## src/rtl/core/vsdzq_pkg.sv

```systemverilog
// Shared types and codes for the voxel store with dirty zone queue.
// Item structs, command codes, zone box layout, ring control bundle.
// No dependencies.
`default_nettype none

package vsdzq_pkg;

	typedef enum logic [1:0] {
		CMD_WRITE = 2'd0,
		CMD_READ  = 2'd1,
		CMD_PUSH  = 2'd2,
		CMD_POP   = 2'd3
	} cmd_t;

	localparam logic [1:0] CFG_WIDTH  = 2'd0;
	localparam logic [1:0] CFG_HEIGHT = 2'd1;
	localparam logic [1:0] CFG_DEPTH  = 2'd2;
	localparam logic [1:0] CFG_VACUUM = 2'd3;

	localparam int COORD_W = 6;
	localparam int SIZE_W  = 7;
	localparam int VALUE_W = 16;

	typedef struct packed {
		logic signed [7:0] lo_x;
		logic signed [7:0] lo_y;
		logic signed [7:0] lo_z;
		logic signed [7:0] hi_x;
		logic signed [7:0] hi_y;
		logic signed [7:0] hi_z;
	} box_t;

	typedef struct packed {
		cmd_t                 cmd;
		logic [COORD_W-1:0]   point_x;
		logic [COORD_W-1:0]   point_y;
		logic [COORD_W-1:0]   point_z;
		logic [VALUE_W-1:0]   write_value;
		logic signed [7:0]    zone_lo_x;
		logic signed [7:0]    zone_lo_y;
		logic signed [7:0]    zone_lo_z;
		logic signed [7:0]    zone_hi_x;
		logic signed [7:0]    zone_hi_y;
		logic signed [7:0]    zone_hi_z;
	} in_item_t;

	typedef struct packed {
		logic [VALUE_W-1:0]   read_value;
		logic                 out_of_range;
		logic                 zone_valid;
		logic signed [7:0]    out_lo_x;
		logic signed [7:0]    out_lo_y;
		logic signed [7:0]    out_lo_z;
		logic signed [7:0]    out_hi_x;
		logic signed [7:0]    out_hi_y;
		logic signed [7:0]    out_hi_z;
	} out_item_t;

	typedef struct packed {
		logic push;
		logic pop;
	} ring_ctl_t;

endpackage

`default_nettype wire

```

## src/rtl/core/vsdzq_ring.sv

```systemverilog
// Zone ring: synchronous box memory with head and tail pointers.
// Pop data and hit flag are registered, valid in the cycle after the pop request.
// Depends on vsdzq_pkg.
`default_nettype none

module vsdzq_ring #(
	parameter int SLOTS = 16
) (
	input  wire                   clk,
	input  wire                   arst_n,
	input  vsdzq_pkg::ring_ctl_t  ctl,
	input  vsdzq_pkg::box_t       push_box,
	output vsdzq_pkg::box_t       pop_box,
	output logic                  pop_hit
);
	import vsdzq_pkg::*;

	localparam int PTR_W = $clog2(SLOTS);

	box_t             ring_mem [SLOTS];
	box_t             rd_q;
	logic [PTR_W-1:0] head_q;
	logic [PTR_W-1:0] tail_q;
	logic             hit_q;
	logic             nonempty;

	function automatic logic [PTR_W-1:0] next_ptr(input logic [PTR_W-1:0] p);
		next_ptr = (p == PTR_W'(SLOTS - 1)) ? '0 : p + 1'b1;
	endfunction

	assign nonempty = (head_q != tail_q);

	always_ff @(posedge clk) begin
		if (ctl.push) begin
			ring_mem[tail_q] <= push_box;
		end
		if (ctl.pop) begin
			rd_q <= ring_mem[head_q];
		end
	end

	always_ff @(posedge clk or negedge arst_n) begin
		if (!arst_n) begin
			head_q <= '0;
			tail_q <= '0;
			hit_q  <= 1'b0;
		end else begin
			if (ctl.pop) begin
				hit_q <= nonempty;
			end
			if (ctl.push) begin
				tail_q <= next_ptr(tail_q);
			end
			if (ctl.pop && nonempty) begin
				head_q <= next_ptr(head_q);
			end
		end
	end

	assign pop_box = rd_q;
	assign pop_hit = hit_q;

endmodule

`default_nettype wire

```

## config.mk

```make
export PLATFORM = sky130hd
export DESIGN_NAME = vsdzq_ring
export DESIGN_NICKNAME = d
export VERILOG_FILES = /design/src/rtl/core/vsdzq_pkg.sv /design/src/rtl/core/vsdzq_ring.sv
export SDC_FILE = /design/constraint.sdc
export NUM_CORES = 1
export LEC_CHECK = 0
export ABC_AREA = 1
export BUFFER_PORTS_ARGS = -buffer_cell sky130_fd_sc_hd__buf_2
export CORE_ASPECT_RATIO = 1.25
export CORE_UTILIZATION = 55
export CTS_BUF_LIST = sky130_fd_sc_hd__clkbuf_4 sky130_fd_sc_hd__clkbuf_8
export CTS_CLUSTER_DIAMETER = 60
export CTS_CLUSTER_SIZE = 28
export DETAILED_ROUTE_END_ITERATION = 8
export GPL_TIMING_DRIVEN = 0
export MAX_ROUTING_LAYER = met4
export PLACE_DENSITY_LB_ADDON = 0.1
export SKIP_CTS_REPAIR_TIMING = 1
export SLEW_MARGIN = 40
export SYNTH_ARGS = -nofsm -noshare
export SYNTH_HDL_FRONTEND = slang
export SYNTH_SLANG_ARGS = --single-unit
```

## constraint.sdc

```tcl
create_clock -name clk -period 3.3 [get_ports clk]
set_clock_uncertainty 0.15 [all_clocks]
set_input_delay 0.66 -clock clk [delete_from_list [all_inputs] [get_ports clk]]
set_output_delay 0.66 -clock clk [all_outputs]
set_load 0.005 [all_outputs]
```

==> results.json <==
{
  "rows": 103,
  "postLayoutCoreUtil_pct": 62.2,
  "routed_wl_um": 90200,
  "tritoncts": "done",
  "rsz0062_at_grt": "false",
  "relSlewSlack_pct": 47.9,
  "fmax_mhz": 394,
  "worst_slew_pin_slew_ps": 782,
  "max_stage_delay_ps": 590,
  "grt_max_degree": 30,
  "avgSynthCellArea_um2": 10.4,
  "yosysUniqueCellTypes": 21,
  "start_util_pct": 55.9,
  "numCtsBuffers": 46,
  "slowest_stage": "nor2_4",
  "crit_fanout": 13,
  "timing.hold.ws_ps": 149,
  "placed_area_mm2": 0.0384,
  "whs_path_depth": 1,
  "status": "finished, final reports clean",
  "dp_hpwl_um": 62700,
  "cts_htree_levels": 2,
  "overflow": 0,
  "cts_buffer_depth": 3,
  "core_area_mm2": 0.0635,
  "grt_usage_pct": 28.6,
  "grt_pass1_wl_um": 135000,
  "placed_cells": 4416,
  "cap_viol_max_count": 0,
  "synth_fp_nets": 3478,
  "worst-setup-path-type": "flip-flop to flip-flop",
  "worstRegToRegCells": 6,
  "clk_pin_slew_ps": 160,
  "portBuffers": 99,
  "finalPower_w": 0.0297,
  "vdd_drop_max_v": 0.000395,
  "clk_latency_ps": 740,
  "setup_violations": 0,
  "gp_congestion": 0.835,
  "period_minus_slack_ps": 2540,
  "hp-class": "input port to flip-flop",
  "path_buf_inv": 3,
  "critPathCaptureType": "flip-flop",
  "vias_per_cell": 5.25,
  "drc": 0,
  "cts-root-buf": "clkbuf_8",
  "cp_top_family": "simple AND/OR/NAND/NOR gates",
  "die_area_mm2": 0.0655,
  "cp-start-kind": "flip-flop",
  "syn2layout_area_growth_pct": 11.4,
  "grt_pass1_vias": 23621,
  "antenna_found_initial": 3,
  "pwr_density_cell_mw_per_mm2": 751,
  "report.final.slew_viol_count": 0,
  "seq_area_frac_synth_pct": 69.7,
  "r2r-start": "tail_q[0]$_DFFE_PN0P_",
  "holdPathEnd": "ring_mem[14][16]$_DFFE_PP_",
  "r2r_end": "ring_mem[6][32]$_DFFE_PP_",
  "yosys_warnings": 0,
  "critPathRequiredTime_ps": 3560,
  "hold_violations": 0,
  "crit_chain": "inv_1, ha_1, nand2_1, nor2_4, buf_16, buf_8",
  "syn-cell-area_mm2": 0.0355,
  "synth_seq_cells": 825,
  "chipHeight_um": 286,
  "cts_sinks": 825,
  "r2r_slack_ps": 760,
  "num_vias": 23675,
  "nNetsFinal": 3682,
  "final_cells": 4506,
  "hp-start": "push_box[16]",
  "p_leak_nw": 17.5,
  "fin_crit_sh_pct": 76.9,
  "first_iter_violations": 2281,
  "drtAntennaViolNets": 0,
  "drive_above_1_share_pct": 10.6,
  "io_pins": 101,
  "crit_arrival_ps": 2800,
  "syn_inst": 3421,
  "die_w_um": 229,
  "avgRoutedWirePerCell_um": 20.0,
  "fin_area_mm2": 0.0395,
  "dr.pass1.iters": 5
}
[cell type report]
| cell class | count | area (µm²) |
|---|---|---|
| clock buffer | 54 | 718 |
| timing repair buffer | 156 | 1780 |
| buffer | 155 | 918 |
| fill | 5033 | 24000 |
| multi-input combinational | 1709 | 7210 |
| inverter | 732 | 2750 |
| tap | 840 | 1050 |
| antenna | 4 | 10.0 |
| sequential | 825 | 24700 |
| clock inverter | 31 | 359 |
[worst max-delay path by stage]
stage	from	to	cells past startpoint
global route	tail_q[0]$_DFFE_PN0P_	ring_mem[6][33]$_DFFE_PP_	6
floorplan	ctl[1]	ring_mem[11][0]$_DFFE_PP_	3
detailed placement	ctl[1]	ring_mem[6][33]$_DFFE_PP_	5
global placement	ctl[1]	ring_mem[3][21]$_DFFE_PP_	3
CTS	tail_q[0]$_DFFE_PN0P_	ring_mem[6][32]$_DFFE_PP_	6
finish	tail_q[0]$_DFFE_PN0P_	ring_mem[6][32]$_DFFE_PP_	6
[cell families after synthesis]
logic type	share of synthesized area, %
compound gates	0.0705
xor+xnor	0.0494
fa+ha+maj	0.176
simple gates	19.7
buf+inv	10.3
flops	69.7
[metrics by stage]
step	TNS, ps	worst slack [ps]
after floorplan	-239710	-426
after global placement	-1668540	-2910
after detailed placement	0	477
after CTS	0	803
after global routing	0	747
final	0	761
[synthesized netlist by cell type]
library cell  instances  share of area (%)
clkbuf_1             18               0.19
xnor2_1               1              0.025
nand4_1               2              0.035
buf_2                79                1.1
xor2_1                1              0.025
buf_4                39               0.83
nand3_1             486                6.9
buf_6                12               0.38
inv_2                 3              0.032
o21ai_0               4              0.056
nor2_1               20               0.21
nand3b_1              1              0.021
ha_1                  5               0.18
clkinv_1              2              0.021
dfrtp_1               9               0.63
edfxtp_1            816                 69
buf_1                 7              0.074
inv_1               727                7.7
a21oi_1               1              0.014
nand2_1            1187                 13
nor2_2                1              0.018
[metal layers]
layer	vias up	share of wire (%)	GRT usage, %
met5	-	0	-
met4	0	4.0	12.0
met3	217	6.5	3.76
met2	860	51	48.7
met1	11402	39	34.4
li1	11196	-	-
[cells in the final DEF, fill, tap and decap left out, drive strengths merged, types with 2 or more instances in the layout]
cell type,instances
clkinvlp,4
inv,745
clkbuf,72
clkinv,14
ha,5
nand3,486
diode,4
nand4,2
edfxtp,816
buf,292
nor2,21
nand2,1187
dfrtp,9
o21ai,4
[state kept, by name, summed over array words and instances (netlist names)]
register	count
pop_hit	1
head_q	4
tail_q	4
ring_mem	768
pop_box	48
[power by group]
| group | total (W) | internal, W | switching [W] |
|---|---|---|---|
| sequential | 0.0132 | 0.0129 | 0.000295 |
| combinational | 0.0113 | 0.00348 | 0.00778 |
| clock | 0.00522 | 0.00167 | 0.00354 |
(Power assumes the default switching activity.)
